==> src/sv/unordered_key_table_unit_assert.svh <==
// assertion macros for the unordered key table unit
// expects aclk and aresetn in the scope of use
`ifndef UNORDERED_KEY_TABLE_UNIT_ASSERT_SVH
`define UNORDERED_KEY_TABLE_UNIT_ASSERT_SVH

// same-cycle implication
`define UKT_ASSERT_NOW(label, cond, prop) \
    label: assert property (@(posedge aclk) disable iff (!aresetn) (cond) |-> (prop)) \
        else $error("key table check failed");

// next-cycle implication
`define UKT_ASSERT_NEXT(label, cond, prop) \
    label: assert property (@(posedge aclk) disable iff (!aresetn) (cond) |=> (prop)) \
        else $error("key table check failed");

`endif

==> src/sv/ukt_pkg.sv <==
// shared types and constants of the unordered key table unit
// no dependencies
package ukt_pkg;

    localparam int KEY_W   = 32;
    localparam int OP_W    = 2;
    localparam int SLOT_W  = 4;
    localparam int COUNT_W = 5;

    localparam logic [OP_W-1:0] OP_INSERT = 2'd0;
    localparam logic [OP_W-1:0] OP_REMOVE = 2'd1;
    localparam logic [OP_W-1:0] OP_LOOKUP = 2'd2;

    typedef enum logic [4:0] {
        ST_IDLE = 5'b00001,
        ST_SCAN = 5'b00010,
        ST_LAST = 5'b00100,
        ST_MOVE = 5'b01000,
        ST_RESP = 5'b10000
    } state_t;

endpackage

==> src/sv/ukt_key_ram.sv <==
// key storage: single write port, single registered read port
// depends on ukt_pkg for the key width
module ukt_key_ram #(
    parameter int DEPTH  = 16,
    parameter int ADDR_W = 4
) (
    input  logic                       aclk,
    input  logic                       wr_en,
    input  logic [ADDR_W-1:0]          wr_addr,
    input  logic [ukt_pkg::KEY_W-1:0]  wr_data,
    input  logic                       rd_en,
    input  logic [ADDR_W-1:0]          rd_addr,
    output logic [ukt_pkg::KEY_W-1:0]  rd_data
);

    logic [ukt_pkg::KEY_W-1:0] mem [DEPTH];
    logic [ukt_pkg::KEY_W-1:0] rd_data_reg;

    always_ff @(posedge aclk) begin
        if (wr_en) begin
            mem[wr_addr] <= wr_data;
        end
        if (rd_en) begin
            rd_data_reg <= mem[rd_addr];
        end
    end

    assign rd_data = rd_data_reg;

endmodule

==> src/sv/unordered_key_table_unit.sv <==
// unordered key table with swap remove; insert fills the next free slot, no scan
// lookup and remove scan the stored keys; an empty table skips the scan; remove hit
// adds ST_LAST (read of the last entry) and ST_MOVE (writeback into the hit slot);
// the unit returns to idle after each result, so one word is in flight at a time,
// and the scan reads one key per cycle over the ram read port
// synchronous active-low reset empties the table; key storage is not cleared
module unordered_key_table_unit #(
    parameter int CAPACITY = 16
) (
    input  logic                               aclk,
    input  logic                               aresetn,
    input  logic                               s_valid,
    output logic                               s_ready,
    input  logic [ukt_pkg::OP_W-1:0]           s_operation,
    input  logic signed [ukt_pkg::KEY_W-1:0]   s_key,
    output logic                               m_valid,
    input  logic                               m_ready,
    output logic                               m_success,
    output logic [ukt_pkg::SLOT_W-1:0]         m_slot,
    output logic [ukt_pkg::COUNT_W-1:0]        m_entry_count
);

    localparam int IDX_W  = (CAPACITY > 1) ? $clog2(CAPACITY) : 1;
    localparam int CNT_W  = $clog2(CAPACITY + 1);
    localparam int SPAD_W = (IDX_W > ukt_pkg::SLOT_W) ? IDX_W : ukt_pkg::SLOT_W;
    localparam int CPAD_W = (CNT_W > ukt_pkg::COUNT_W) ? CNT_W : ukt_pkg::COUNT_W;

    ukt_pkg::state_t state_reg, state_next;

    logic [CNT_W-1:0]               count_reg, count_next;
    logic [ukt_pkg::OP_W-1:0]       op_reg, op_next;
    logic [ukt_pkg::KEY_W-1:0]      key_reg, key_next;
    logic [CNT_W-1:0]               issue_idx_reg, issue_idx_next;
    logic                           cmp_valid_reg, cmp_valid_next;
    logic [IDX_W-1:0]               cmp_idx_reg, cmp_idx_next;
    logic                           res_ok_reg, res_ok_next;
    logic [IDX_W-1:0]               res_slot_reg, res_slot_next;
    logic                           m_valid_reg, m_valid_next;
    logic                           m_success_reg, m_success_next;
    logic [ukt_pkg::SLOT_W-1:0]     m_slot_reg, m_slot_next;
    logic [ukt_pkg::COUNT_W-1:0]    m_count_reg, m_count_next;

    logic                           ram_wr_en;
    logic [IDX_W-1:0]               ram_wr_addr;
    logic [ukt_pkg::KEY_W-1:0]      ram_wr_data;
    logic                           ram_rd_en;
    logic [IDX_W-1:0]               ram_rd_addr;
    logic [ukt_pkg::KEY_W-1:0]      ram_rd_data;

    logic                           s_accept;
    logic                           issue_active;
    logic [CNT_W-1:0]               count_dec;
    logic [SPAD_W-1:0]              slot_wide;
    logic [CPAD_W-1:0]              count_wide;

    ukt_key_ram #(
        .DEPTH  (CAPACITY),
        .ADDR_W (IDX_W)
    ) u_key_ram (
        .aclk    (aclk),
        .wr_en   (ram_wr_en),
        .wr_addr (ram_wr_addr),
        .wr_data (ram_wr_data),
        .rd_en   (ram_rd_en),
        .rd_addr (ram_rd_addr),
        .rd_data (ram_rd_data)
    );

    assign s_ready      = (state_reg == ukt_pkg::ST_IDLE);
    assign s_accept     = s_valid && s_ready;
    assign issue_active = (issue_idx_reg < count_reg);
    assign count_dec    = count_reg - CNT_W'(1);
    assign slot_wide    = SPAD_W'(res_slot_reg);
    assign count_wide   = CPAD_W'(count_reg);

    always_comb begin
        state_next     = state_reg;
        count_next     = count_reg;
        op_next        = op_reg;
        key_next       = key_reg;
        issue_idx_next = issue_idx_reg;
        cmp_valid_next = cmp_valid_reg;
        cmp_idx_next   = cmp_idx_reg;
        res_ok_next    = res_ok_reg;
        res_slot_next  = res_slot_reg;
        m_valid_next   = m_valid_reg;
        m_success_next = m_success_reg;
        m_slot_next    = m_slot_reg;
        m_count_next   = m_count_reg;
        ram_wr_en      = 1'b0;
        ram_wr_addr    = res_slot_reg;
        ram_wr_data    = key_reg;
        ram_rd_en      = 1'b0;
        ram_rd_addr    = issue_idx_reg[IDX_W-1:0];

        if (m_valid_reg && m_ready) begin
            m_valid_next = 1'b0;
        end

        unique case (state_reg)
            ukt_pkg::ST_IDLE: begin
                if (s_valid) begin
                    op_next        = s_operation;
                    key_next       = s_key;
                    issue_idx_next = '0;
                    cmp_valid_next = 1'b0;
                    res_ok_next    = 1'b0;
                    res_slot_next  = '0;
                    state_next     = ukt_pkg::ST_RESP;
                    unique case (s_operation) inside
                        ukt_pkg::OP_INSERT: begin
                            if (count_reg < CNT_W'(CAPACITY)) begin
                                ram_wr_en     = 1'b1;
                                ram_wr_addr   = count_reg[IDX_W-1:0];
                                ram_wr_data   = s_key;
                                count_next    = count_reg + CNT_W'(1);
                                res_ok_next   = 1'b1;
                                res_slot_next = count_reg[IDX_W-1:0];
                            end
                        end
                        ukt_pkg::OP_REMOVE, ukt_pkg::OP_LOOKUP: begin
                            if (count_reg != '0) begin
                                state_next = ukt_pkg::ST_SCAN;
                            end
                        end
                        default: begin
                            state_next = ukt_pkg::ST_RESP;
                        end
                    endcase
                end
            end
            ukt_pkg::ST_SCAN: begin
                // one read issued per cycle, compared the cycle after
                ram_rd_en      = issue_active;
                cmp_valid_next = issue_active;
                cmp_idx_next   = issue_idx_reg[IDX_W-1:0];
                if (issue_active) begin
                    issue_idx_next = issue_idx_reg + CNT_W'(1);
                end
                if (cmp_valid_reg && (ram_rd_data == key_reg)) begin
                    res_ok_next    = 1'b1;
                    res_slot_next  = cmp_idx_reg;
                    cmp_valid_next = 1'b0;
                    state_next     = (op_reg == ukt_pkg::OP_REMOVE) ? ukt_pkg::ST_LAST
                                                                    : ukt_pkg::ST_RESP;
                end else if (cmp_valid_reg && !issue_active) begin
                    cmp_valid_next = 1'b0;
                    state_next     = ukt_pkg::ST_RESP;
                end
            end
            ukt_pkg::ST_LAST: begin
                ram_rd_en   = 1'b1;
                ram_rd_addr = count_dec[IDX_W-1:0];
                state_next  = ukt_pkg::ST_MOVE;
            end
            ukt_pkg::ST_MOVE: begin
                // last entry lands in the hit slot, possibly onto itself
                ram_wr_en   = 1'b1;
                ram_wr_addr = res_slot_reg;
                ram_wr_data = ram_rd_data;
                count_next  = count_dec;
                state_next  = ukt_pkg::ST_RESP;
            end
            ukt_pkg::ST_RESP: begin
                if (!m_valid_reg || m_ready) begin
                    m_valid_next   = 1'b1;
                    m_success_next = res_ok_reg;
                    m_slot_next    = slot_wide[ukt_pkg::SLOT_W-1:0];
                    m_count_next   = count_wide[ukt_pkg::COUNT_W-1:0];
                    state_next     = ukt_pkg::ST_IDLE;
                end
            end
            default: begin
                state_next = ukt_pkg::ST_IDLE;
            end
        endcase
    end

    always_ff @(posedge aclk) begin
        if (!aresetn) begin
            state_reg     <= ukt_pkg::ST_IDLE;
            count_reg     <= '0;
            cmp_valid_reg <= 1'b0;
            m_valid_reg   <= 1'b0;
        end else begin
            state_reg     <= state_next;
            count_reg     <= count_next;
            cmp_valid_reg <= cmp_valid_next;
            m_valid_reg   <= m_valid_next;
        end
        op_reg        <= op_next;
        key_reg       <= key_next;
        issue_idx_reg <= issue_idx_next;
        cmp_idx_reg   <= cmp_idx_next;
        res_ok_reg    <= res_ok_next;
        res_slot_reg  <= res_slot_next;
        m_success_reg <= m_success_next;
        m_slot_reg    <= m_slot_next;
        m_count_reg   <= m_count_next;
    end

    assign m_valid       = m_valid_reg;
    assign m_success     = m_success_reg;
    assign m_slot        = m_slot_reg;
    assign m_entry_count = m_count_reg;

`include "unordered_key_table_unit_assert.svh"

    // one word in flight at a time
    `UKT_ASSERT_NEXT(a_one_in_flight, s_accept, !s_ready)
    // the count moves only on a stored insert or a remove writeback
    `UKT_ASSERT_NEXT(a_count_hold,
        !(s_accept && s_operation == ukt_pkg::OP_INSERT) && state_reg != ukt_pkg::ST_MOVE,
        $stable(count_reg))
    // the table never grows past its capacity
    `UKT_ASSERT_NOW(a_count_cap, 1'b1, count_reg <= CNT_W'(CAPACITY))
    // a ready result leaves the response state with a word on the output
    `UKT_ASSERT_NEXT(a_resp_loads,
        state_reg == ukt_pkg::ST_RESP && (!m_valid_reg || m_ready),
        m_valid_reg && s_ready)

endmodule
==> config.mk <==
export PLATFORM = sky130hd
export DESIGN_NAME = unordered_key_table_unit
export DESIGN_NICKNAME = d
export VERILOG_FILES = /design/src/sv/ukt_pkg.sv /design/src/sv/ukt_key_ram.sv /design/src/sv/unordered_key_table_unit.sv
export VERILOG_INCLUDE_DIRS = /design/src /design/src/sv
export SDC_FILE = /design/constraint.sdc
export NUM_CORES = 1
export LEC_CHECK = 0
export BUFFER_PORTS_ARGS = -buffer_cell sky130_fd_sc_hd__buf_2
export CAP_MARGIN = 20
export CORE_ASPECT_RATIO = 1.5
export CORE_MARGIN = 1
export CORE_UTILIZATION = 60
export CTS_BUF_LIST = sky130_fd_sc_hd__clkbuf_8
export CTS_CLUSTER_DIAMETER = 50
export CTS_CLUSTER_SIZE = 16
export DETAILED_ROUTE_END_ITERATION = 12
export PLACE_DENSITY = 0.87
export SYNTH_ARGS = -nofsm -noshare
export SYNTH_HDL_FRONTEND = slang
export SYNTH_HIERARCHICAL = 1
export SYNTH_SLANG_ARGS = --single-unit
==> constraint.sdc <==
create_clock -name aclk -period 14.4 [get_ports aclk]
set_input_delay 2.16 -clock aclk [delete_from_list [all_inputs] [get_ports aclk]]
set_output_delay 2.16 -clock aclk [all_outputs]
set_load 0.05 [all_outputs]
# Yosys cells after proc, flatten, opt, wreduce, memory -nomap -nowiden
# Memories as Yosys holds them, arrays and structs flattened. A register that Yosys moved wholly into a read port is not among the register bits.
# Index checks and enable logic that the tools add are counted.
op_classes:
  addsub: 3
  n_lt_le_gt_ge: 2
  eq_ne: 16
  mux: 46
  n_reduce_logical: 18
op_table:
  columns: ["op", "n"]
  rows:
  - ["two-way mux 32 bit", 3]
  - ["case mux 32 bit (2 select lines)", 1]
  - ["two-way mux 5 bit", 12]
  - ["two-way mux 4 bit", 9]
  - ["equality test 32 bit", 1]
  - ["case mux 5 bit (5 select lines)", 1]
  - ["case mux 5 bit (2 select lines)", 2]
  - ["two-way mux 1 bit", 13]
  - ["adder 5 x 1 -> 5 bit (second input constant)", 2]
  - ["AND reduction 3 bit", 3]
  - ["!= test 2 bit (second input constant)", 4]
  - ["case mux 1 bit (2 select lines)", 4]
  - ["case mux 4 bit (2 select lines)", 1]
  - ["AND reduction 2 bit", 3]
  - ["equality test 5 x 1 -> 1 bit (second input constant)", 1]
  - ["equality test 5 x 2 -> 1 bit (second input constant)", 1]
  - ["equality test 5 x 3 -> 1 bit (second input constant)", 1]
  - ["equality test 5 x 4 -> 1 bit (second input constant)", 1]
  - ["equality test 5 bit (second input constant)", 1]
  - ["less-than comparator 5 bit", 1]
  - ["less-than comparator 5 bit (second input constant)", 1]
  - ["nonzero test 5 bit", 1]
  - ["subtractor 5 x 1 -> 5 bit (second input constant)", 1]
  - ["equality test 2 x 1 -> 1 bit (second input constant)", 2]
  - ["10 further kinds", 15]
word_totals:
  regBits: 70
  mem_bits_rw: 512
  inputBits: 38
  output_inout_bits: 12
  wordCells: 99
  n_memories: 1
memory_table:
  columns: ["memory", "words", "word_bits", "rd", "rd_clocked_by_memory_dff", "write_ports", "line_no", "rtl"]
  rows:
  - ["u_key_ram.mem", 16, 32, 1, 1, 1, "ukt_key_ram.sv:16", "logic [ukt_pkg::KEY_W-1:0] mem [DEPTH];"]

# Logic depth before layout (Yosys ltp)
# Gate-level depths: netlist of run 1.
logic_depth:
  word_depth: 7
  mapped_depth: 9
  mapped_depth_nobuf: 8

# Modules after synthesis
# Netlist of run 1, hierarchy kept.
modules_own_cells:
  columns: ["mod", "instances", "cells_per_inst", "area_each_um2", "seq_area_each_um2"]
  rows:
  - ["ukt_key_ram", 1, 838, 20155.6, 16335.7]
  - ["unordered_key_table_unit", 1, 354, 3694.8, 1981.9]

# Worst setup path before layout of run 1
# No wires, ideal clock.
synth_timing:
  path_type: "input to register"
  start: "input s_operation[0] (netlist name)"
  end: "memory u_key_ram/mem[0][0] (netlist name), enable pin"
  setup_ns: 0.461
  arrival_ns: 5.944
  t_required_ns: 13.939
  setup_slack_ns: 7.995
  stages: 8
  path_buffers: 1
  cell_sequence: "inv_1 -> ha_1 -> nand2b_1 -> nor3_4 -> buf_4 -> mux2_2 -> or3b_2 -> nor3_1"
synth_via:
  elab_cells_between_ends: 9
  cone_classes: "mux: 8; reduce/logical: 1"
synth_rtl:
  columns: ["element", "line_no", "rtl"]
  rows:
  - ["start, declared", "unordered_key_table_unit.sv:14", "input logic [ukt_pkg::OP_W-1:0] s_operation,"]
  - ["zero test 2 bit (no source line)", null, null]
  - ["two-way mux 4 bit", "unordered_key_table_unit.sv:110", "unique case (s_operation) inside"]
  - ["two-way mux 4 bit", "unordered_key_table_unit.sv:102", "if (s_valid) begin"]
  - ["two-way mux 4 bit", "unordered_key_table_unit.sv:100", "unique case (state_reg)"]
  - ["net ram_wr_addr[2]", "unordered_key_table_unit.sv:44", "logic [IDX_W-1:0] ram_wr_addr;"]
  - ["end, declared", "ukt_key_ram.sv:16", null]
# The timed path passes the listed nets, and every way through them passes these cells.

# Worst setup path after layout of run 1
layout_timing:
  start: "input s_operation[0] (netlist name)"
  end: "memory u_key_ram/mem[12][30] (netlist name), enable pin"
layout_via:
  elab_chain_len: 6
  elab_cells_between_ends: 9
  cone_classes: "mux: 8; reduce/logical: 1"
layout_rtl:
  columns: ["element", "line_no", "rtl"]
  rows:
  - ["zero test 2 bit (no source line)", null, null]
  - ["two-way mux 1 bit", "unordered_key_table_unit.sv:110", null]
  - ["two-way mux 1 bit", "unordered_key_table_unit.sv:102", null]
  - ["case mux 1 bit (2 select lines)", "unordered_key_table_unit.sv:100", null]
  - ["net ram_wr_en", "unordered_key_table_unit.sv:43", "logic ram_wr_en;"]
  - ["two-way mux 1 bit", "ukt_key_ram.sv:20", "if (wr_en) begin"]
  - ["two-way mux 1 bit (implied by the code)", "ukt_key_ram.sv:21", "mem[wr_addr] <= wr_data;"]
# The timed path passes the listed nets, and every way through them passes these cells.

==> out/summary.txt, run 1 <==
Max Cap Violations: 0
Max-slew violations: 0
CTS tree: built
Hold Buf Count CTS: 0
Worst Setup End Kind: flip-flop
Commonest cells in the netlist: edfxtp_1, mux4_2, nand2_1
Pwr per Cell Area: 119 nW/µm²
Post-route ant nets: 0
Via count: 12.1k
Grt ovf: 0
Crit path kind: in2reg
Post-synth cell types: 40
Final wirelength: 53400 µm
Yosys top cell by area: edfxtp_1
Worst Max-Slew Pin Slew: 1180 ps
Critical Path RT: 14670 ps
Fillers: 2380
Largest register FFs: 512
# IOs: 50
H-tree Lvls: 2
GRT Util Overall: 0.275
Row count: 89
Syn Area/Cell: 20.0 µm²
Max_slew headroom: 0.213
Synth Instances: 1192
HPWL after DPL: 31600 µm
Routed vias/inst: 6.81
Clock period minus worst slack: 5200 ps
Initial antenna violation count: 3
Post-Syn Nets: 1239
Skew-Pair Late Insertion Delay: 630 ps
Final Hold Viols: 0
First-pass GRT wire length: 78900 µm
CTS max path bufs: 3
Starting Density: 0.607
RSZ-0062 raised after global routing: no
VDD IR-drop max: 0.0889 mV
Syn. warnings: 6
DR WL/cell: 30.0 µm
Count leader, synth: edfxtp_1
CP arrival: 5470 ps
Syn-to-layout area delta: 7.55%
Max Freq: 192 MHz
Sequential share of the synthesized area: 0.768
Drt pass-1 iters: 5
Mapped cell area: 23900 µm²
Ys async rst share: 0
Status: finished, final reports clean
Top cells by area, synth: edfxtp_1, mux4_2, a22oi_1, nand2_1, xnor2_1
Post-synth EDFFs: 602
Clk pin slew, worst setup/hold paths: 100 ps
Vias in the first global route: 12.6k
TNS Setup: 0 ps
Iter 0 DRT Violations: 1793
Startpoint types: input pin
Tightest Hold Check Type: reg2reg
Width of the die: 165 µm
Total power: 3.06 mW
FF-to-FF setup slack: 10190 ps
GPL Wtd Cong: 0.815
Die Height: 246 µm
CTS Buf Count: 45
Residual DRC: 0
PortBufs: 49
Clock root buffer: clkbuf_8
Layout cells sized above 1: 0.225
Post-route clock period utilization: 0.361
Die area: 40600 µm²
Post-CTS setup buffers: 0
Sequential standard cell area: 18300 µm²
Post-cts sizing count: 0
Worst Path Max Fanout: 42
Top FF cell, synth: edfxtp_1
Final setup viols: 0
Yosys top cell area share: 0.758
Leakage: 8.14 nW
Layout Skew: 19.1 ps
Number of clock sinks: 614
Layout Utilization: 0.653
Nets: 1305
Largest net degree at the start of global routing: 86
Area of the multi-input gates: 5380 µm²
Yosys reg bits: 614
Core area: 39300 µm²
[worst paths after layout]
kind	endpoint	start	cells past startpoint
setup / recovery	u_key_ram/mem[12][30]	s_operation[0]	12
hold / removal	m_success	res_ok_reg	0
setup reg to reg	u_key_ram/rd_data[19]	count_reg[0]	8
hold reg to reg	m_success	res_ok_reg	0
[cells by family (layout without fill, tap and decap cells)]
group                      count (synthesis)  count (layout)  synth area share
and+or+nand+nor                          197             197            0.0374
buffers and inverters                     72             157            0.0134
other                                      0               1                 0
DFF                                      614             614             0.768
AOI/OAI and AO/OA                        127             127            0.0386
muxes                                    133             133             0.123
xor gates and xnor gates                  40              40            0.0147
adders and majority gates                  9               9           0.00472
[worst max-delay path: stages]
cell and delay (ps):
buf_2 110, inv_1 50, ha_1 140, nand2b_1 190, nor3_4 170, buf_4 550, nor2_4 340, inv_1 240
nand3_1 360, nor3_2 460, buf_6 230, buf_4 420
[stage by stage]
| step | cell area [µm²] | std cells | worst slack [ps] | hold slack, ps |
|---|---|---|---|---|
| 2_1_floorplan | 23900 | 1192 | 7990 | 400 |
| 3_3_place_gp | 24800 | 1705 | 8420 | 402 |
| 3_5_place_dp | 24900 | 1710 | 8190 | 413 |
| 4_1_cts | 25600 | 1776 | 8860 | 437 |
| 5_1_grt | 25700 | 1778 | 9070 | 449 |
| 6_report | 25700 | 1778 | 9200 | 433 |
[cell type report]
type,instances,share of cell area
Antenna cell,1,0.0000976
Inverter,15,0.00220
Sequential cell,614,0.714
Tap cell,500,0.0244
Clock buffer,47,0.0252
Clock inverter,19,0.00371
Multi-Input combinational cell,506,0.210
Timing Repair Buffer,76,0.0205
[placed cells by master (no fill, tap or decap), drive strengths merged, types with 2 or more instances in the layout]
master	Yosys	layout
nor2b	4	4
nand3b	4	4
a21oi	5	5
o21ai	10	10
nor4	4	4
nand3	6	6
and3	2	2
nand2	113	113
and4	2	2
nand4	9	9
clkinv	0	3
mux2	4	4
ha	9	9
inv	15	30
mux4	128	128
buf	30	76
a22oi	97	97
edfxtp	602	602
a211oi	2	2
o21a	2	2
and2	8	8
clkbuf	27	47
nor2	27	27
xnor2	35	35
nand2b	7	7
o31ai	5	5
xor2	5	5
dfxtp	12	12
nor3	9	9
[power breakdown]
part / switching [mW] / total (mW) / internal (mW)
Combinational: 0.140 / 0.214 / 0.0743
Clock: 0.523 / 0.826 / 0.303
Sequential: 0.0114 / 2.02 / 2.00
Total: 0.675 / 3.06 / 2.38
[layer usage]
metal / vias to the layer above / wire (µm) / global-route usage
met5: - / 13 / 0
met4: 2 / 2530 / 0.132
met3: 177 / 5040 / 0.0456
met2: 788 / 27600 / 0.461
met1: 6172 / 18200 / 0.351
li1: 4964 / - / -
(Power assumes the default switching activity.)
==> run 2, diff against run 1 <==
--- a/config.mk
+++ b/config.mk
@@ -10,12 +10,12 @@
 export CAP_MARGIN = 20
 export CORE_ASPECT_RATIO = 1.5
 export CORE_MARGIN = 1
-export CORE_UTILIZATION = 60
+export CORE_UTILIZATION = 58
 export CTS_BUF_LIST = sky130_fd_sc_hd__clkbuf_8
 export CTS_CLUSTER_DIAMETER = 50
 export CTS_CLUSTER_SIZE = 16
 export DETAILED_ROUTE_END_ITERATION = 12
-export PLACE_DENSITY = 0.87
+export PLACE_DENSITY = 0.88
 export SYNTH_ARGS = -nofsm -noshare
 export SYNTH_HDL_FRONTEND = slang
 export SYNTH_HIERARCHICAL = 1
==> constraint.sdc (replaced) <==
create_clock -name aclk -period 4.3 [get_ports aclk]
set_input_delay 0.645 -clock aclk [delete_from_list [all_inputs] [get_ports aclk]]
set_output_delay 0.645 -clock aclk [all_outputs]
set_load 0.05 [all_outputs]
==> run 2 against run 1 <==
Compared with the run above:
- via count barely moved
- non-clock buffer count increased by 12
- routed wire length down 0.23%
- sequential share of layout area shrank 0.36 points
- critical endpoint is now u_key_ram/mem[0][28]
- highest routed layer is now met4
==> out/summary.txt, run 2 (synthesis gave the netlist of run 1 again) <==
Syn-to-layout area delta: 8.10%
Post-CTS setup buffers: 0
GRT Util Overall: 0.262
Largest net degree at the start of global routing: 105
Vias in the first global route: 12.8k
Final wirelength: 53300 µm
Most frequent cells in the layout: edfxtp_1, mux4_2, nand2_1, a22oi_1, buf_2
Row count: 90
CP arrival: 3740 ps
CTS max path bufs: 3
VDD IR-drop max: 0.230 mV
Area after DPL: 25000 µm²
Leakage: 8.16 nW
Crit path from: state_reg[4]
Nets: 1318
Status: finished, final reports clean
Fillers: 2422
Final setup viols: 0
Top sig layer: met4
CTS Buf Count: 46
Max_slew headroom: 0.258
Final Hold Viols: 0
Tightest Hold Check Type: in2reg
CTS tree: built
First-pass GRT wire length: 79100 µm
Post-route ant nets: 0
PortBufs: 49
Via count: 12.1k
Starting Density: 0.590
Core area: 40400 µm²
Worst Max-Slew Pin Slew: 1110 ps
H-tree Lvls: 2
Number of clock sinks: 614
Layout Skew: 37.6 ps
Startpoint types: flip-flop
Critical Path RT: 4560 ps
Drt pass-1 iters: 6
Post-cts sizing count: 0
RSZ-0062 raised after global routing: no
Delay-heaviest family, CP: simple AND/OR/NAND/NOR gates
Post-route clock period utilization: 0.810
Buf/Inv on CP: 3
DRT met1 WL: 18300 µm
Die area: 42000 µm²
Worst Path Max Fanout: 32
CP max stage delay: 610 ps
Pwr per Cell Area: 401 nW/µm²
Slowest CP cell: or3b_2
Routed length on met3: 4590 µm
Worst Setup End Kind: flip-flop
Hold Buf Count CTS: 0
Final instance area: 25800 µm²
Routed vias/inst: 6.77
Max-slew violations: 0
GPL Wtd Cong: 0.866
Die Height: 250 µm
Iter 0 DRT Violations: 1776
Crit-path cells: or4_4 -> nor3_4 -> buf_4 -> nor2_4 -> inv_1 -> or3b_2 -> nor3_4 -> buf_4
Largest register FFs: 512
Clock root buffer: clkbuf_8
Initial antenna violation count: 2
HPWL after DPL: 33500 µm
Width of the die: 168 µm
HP Start: s_key[26]
Layout cells sized above 1: 0.236
Clk pin slew, worst setup/hold paths: 100 ps
Max Cap Violations: 0
Crit path kind: reg2reg
Skew-Pair Late Insertion Delay: 640 ps
Detail Route met2 WL: 27300 µm
Clock period minus worst slack: 3480 ps
# IOs: 50
TNS Setup: 0 ps
Max Freq: 287 MHz
DR WL/cell: 29.8 µm
Commonest non-fill, non-tap cell in the layout: edfxtp_1
Residual DRC: 0
R2r startpoint: state_reg[4]
Grt ovf: 0
==> run 2: changes by cell type in the layout (fill, tap and decap cells not counted), moves of 3 or more <==
cell / change
inv_1: -14
nor3_4: +4
buf_4: +13
buf_12: +3
nor3_2: -4
==> run 2: cell type report <==
cell class                      count  area, µm²  share of cell area
Sequential cell                   614      18300               0.710
Multi-Input combinational cell    506       5400               0.210
Clock buffer                       47        647              0.0251
Tap cell                          506        633              0.0246
Timing Repair Buffer               88        613              0.0238
Clock inverter                     11        109             0.00422
Inverter                           15       56.3             0.00218
Antenna cell                        1       2.50           0.0000971
==> run 2: path summary, 6_finish.rpt <==
| check | cells past startpoint | slack, ps | to |
|---|---|---|---|
| worst max-delay path | 8 | 820 | u_key_ram/mem[0][28] |
| worst min-delay path | 1 | 190 | key_reg[26] |
| worst max register to register | 8 | 820 | u_key_ram/mem[0][28] |
| worst min register to register | 0 | 430 | m_success |
==> run 2: per-layer routing <==
metal  global-route usage  vias up
met2                0.442      779
met5                    0        -
met3               0.0419      182
met4                0.143        0
li1                     -     4987
met1                0.326     6164
==> run 2: worst reg2reg max path, cell delays in order, from the launching register on <==
cell and delay (ps):
dfxtp_1 350, or4_4 560, nor3_4 400, buf_4 330, nor2_4 60, inv_1 140, or3b_2 610, nor3_4 180
buf_4 470
==> run 2: where the power goes <==
| part | leakage [nW] | internal [mW] | switching (mW) |
|---|---|---|---|
| clock | 0.393 | 1.08 | 1.76 |
| combinational | 2.22 | 0.257 | 0.494 |
| sequential | 5.55 | 6.71 | 0.0364 |
| total | 8.16 | 8.05 | 2.29 |
==> run 2: per-stage QoR <==
| stage | utilization | cells | setup WS (ps) | hold WS [ps] | total power, mW |
|---|---|---|---|---|---|
| finish | 0.638 | 1788 | 818 | 192 | 10.3 |
| CTS | 0.638 | 1787 | 847 | 159 | 10.4 |
| floorplan | - | 1192 | 281 | 400 | 7.35 |
| global placement | 0.619 | 1729 | 837 | 405 | 7.59 |
| detailed placement | 0.619 | 1729 | 651 | 414 | 7.64 |
| global route | 0.638 | 1788 | 664 | 180 | 10.6 |
==> run 3, diff against run 2 <==
--- a/config.mk
+++ b/config.mk
@@ -6,16 +6,17 @@
 export SDC_FILE = /design/constraint.sdc
 export NUM_CORES = 1
 export LEC_CHECK = 0
+export ABC_AREA = 1
 export BUFFER_PORTS_ARGS = -buffer_cell sky130_fd_sc_hd__buf_2
 export CAP_MARGIN = 20
 export CORE_ASPECT_RATIO = 1.5
 export CORE_MARGIN = 1
-export CORE_UTILIZATION = 58
+export CORE_UTILIZATION = 59
 export CTS_BUF_LIST = sky130_fd_sc_hd__clkbuf_8
 export CTS_CLUSTER_DIAMETER = 50
 export CTS_CLUSTER_SIZE = 16
 export DETAILED_ROUTE_END_ITERATION = 12
-export PLACE_DENSITY = 0.88
+export PLACE_DENSITY = 0.89
 export SYNTH_ARGS = -nofsm -noshare
 export SYNTH_HDL_FRONTEND = slang
 export SYNTH_HIERARCHICAL = 1
==> constraint.sdc (replaced) <==
create_clock -name aclk -period 3.2 [get_ports aclk]
set_input_delay 0.48 -clock aclk [delete_from_list [all_inputs] [get_ports aclk]]
set_output_delay 0.48 -clock aclk [all_outputs]
set_load 0.05 [all_outputs]
==> run 3 against run 2 <==
Compared with the run above:
- worst hold slack worse by 160 ps
- count of clock-buffer cells in the layout is 2 higher
- critical path depth grew 4
- sequential share of layout area shrank 9.0 points
- routed wire length grew 32%
- via count up 63%
- combinational power increased to 4.0 times the previous value
- critical endpoint is now u_key_ram/rd_data[29]
- largest cell class unchanged
- highest routed layer unchanged
==> out/summary.txt, run 3 <==
PortBufs: 49
Post-CTS setup buffers: 0
Post-synth EDFFs: 602
Startpoint types: flip-flop
Clock period minus worst slack: 3050 ps
Top FF cell, synth: edfxtp_1
Fillers: 3100
Vias in the first global route: 19.9k
Crit path kind: reg2reg
H-tree Lvls: 2
Post-route clock period utilization: 0.953
CP arrival: 3430 ps
Commonest cells in the netlist: nand2_1, edfxtp_1, inv_1
Worst Setup End Kind: flip-flop
Syn. warnings: 6
HPWL after DPL: 45300 µm
Max Freq: 328 MHz
Xor/xnor share of the synthesized area: 0.00449
CTS Buf Count: 46
Top cells by area, synth: edfxtp_1, nand2_1, nand3_1, inv_1, buf_6
Synth Instances: 2659
Worst Max-Slew Pin Slew: 1050 ps
Layout Skew: 40.3 ps
Die area: 47200 µm²
# IOs: 50
Routed vias/inst: 5.92
First-pass GRT wire length: 107000 µm
Count leader, synth: nand2_1
Yosys top cell by area: edfxtp_1
Core area: 45800 µm²
Total power: 16.5 mW
Sequential share of the synthesized area: 0.670
Largest register FFs: 512
Max Cap Violations: 0
Drt pass-1 iters: 8
Commonest non-fill, non-tap cell in the layout: nand2_1
Die Height: 266 µm
VDD IR-drop max: 0.274 mV
Critical Path RT: 3590 ps
Layout Utilization: 0.645
Syn-to-layout area delta: 7.93%
Synth Area in Simple Gates: 0.204
Post-route ant nets: 0
Most frequent cells in the layout: nand2_1, edfxtp_1, inv_1, nand3_1, buf_4
Iter 0 DRT Violations: 2695
Max_slew headroom: 0.297
Mapped cell area: 27300 µm²
Residual DRC: 0
Layout cells sized above 1: 0.0849
Leakage: 12.5 nW
Final Hold Viols: 0
Via count: 19.7k
Clock root buffer: clkbuf_8
Skew-Pair Late Insertion Delay: 640 ps
Tightest Hold Check Type: in2reg
Number of clock sinks: 614
Max-slew violations: 0
Row count: 96
Status: finished, final reports clean
RSZ-0062 raised after global routing: no
Starting Density: 0.597
Main combinational cell family by area after synthesis: simple AND/OR/NAND/NOR gates
Final wirelength: 70100 µm
Compound-gate portion of the synthesized area: 0.0233
Largest net degree at the start of global routing: 101
CTS tree: built
Hold Buf Count CTS: 2
Pwr per Cell Area: 559 nW/µm²
Adder-Cell Fraction of Synth Area: 0.00412
GRT Util Overall: 0.301
Post-synthesis mux area share: 0
Initial antenna violation count: 1
Post-cts sizing count: 0
Syn Area/Cell: 10.3 µm²
Ys async rst share: 0
DR WL/cell: 21.0 µm
Post-synth cell types: 39
Final setup viols: 0
Yosys top cell area share: 0.661
Grt ovf: 0
Worst hold slack: 28.2 ps
Clk pin slew, worst setup/hold paths: 110 ps
Worst Path Max Fanout: 67
Nets: 2776
Yosys reg bits: 614
Post-Syn Nets: 2706
Width of the die: 178 µm
CTS max path bufs: 3
GPL Wtd Cong: 1.02
-- run 3: cell types whose count changed in the layout (fill, tap and decap cells not counted), moves of 28 or more --
cell / before / now
mux4_2: 128 / 0
buf_4: 33 / 64
nand3_1: 6 / 402
nand2_1: 112 / 839
inv_1: 15 / 477
nor2_1: 13 / 48
a22oi_1: 97 / 0
xnor2_1: 35 / 7
-- run 3: cells by family (layout without fill, tap and decap cells) --
logic type               count (synthesis)  after routing
XOR/XNOR                                14             14
other                                    0              1
AO/OA/AOI/OAI                          100            100
adder cells (fa/ha/maj)                  9              9
flip-flops                             614            614
AND/OR/NAND/NOR                       1326           1326
buffers and inverters                  596            682
-- run 3: routing by layer --
| layer | global-route usage | share of wire | vias up |
|---|---|---|---|
| met3 | 0.0496 | 0.11 | 372 |
| met2 | 0.508 | 0.50 | 1461 |
| met5 | 0 | 0 | - |
| li1 | - | - | 8755 |
| met1 | 0.351 | 0.32 | 9143 |
| met4 | 0.206 | 0.071 | 0 |
-- run 3: layout make-up --
cell class,count,area [µm²],area share
flip-flops and latches,614,18300,0.621
multi-input cells,1449,6620,0.224
inverters,478,1800,0.0611
repair buffers,140,1250,0.0422
well taps,588,736,0.0249
clock buffers,49,674,0.0229
clock inverters,15,113,0.00382
diodes,1,2.50,0.0000848
-- run 3: final timing paths --
| kind | from | to | slack (ps) | cells after the start |
|---|---|---|---|---|
| max | state_reg[0] | u_key_ram/rd_data[29] | 150 | 12 |
| min reg2reg | res_ok_reg | m_success | 440 | 0 |
| min | s_key[5] | key_reg[5] | 30 | 1 |
| max reg2reg | state_reg[0] | u_key_ram/rd_data[29] | 150 | 12 |
-- run 3: critical path, cell delays in order, from the launching register on --
cell	delay [ps]
dfxtp_1	380
nor2_1	210
inv_1	60
nor4_1	280
inv_1	290
o21ai_4	310
buf_12	190
buf_12	290
nand2_1	150
nand3_1	130
nand3_1	190
nand3_1	200
nand2_1	70
-- run 3: metrics by stage --
| step | setup slack, ps | setup TNS [ps] | cells | instance area [µm²] |
|---|---|---|---|---|
| 2_1_floorplan | -296 | -55510 | 2659 | 27400 |
| 3_3_place_gp | 278 | 0 | 3265 | 28700 |
| 3_5_place_dp | 208 | 0 | 3265 | 28700 |
| 4_1_cts | 255 | 0 | 3331 | 29500 |
| 5_1_grt | 48.1 | 0 | 3334 | 29500 |
| 6_report | 151 | 0 | 3334 | 29500 |
-- run 3: where the power goes --
group	leakage [nW]	internal (mW)	switching [mW]
Combinational	6.51	0.819	2.20
Clock	0.426	1.49	2.44
Sequential	5.55	9.47	0.0851
Total	12.5	11.8	4.72
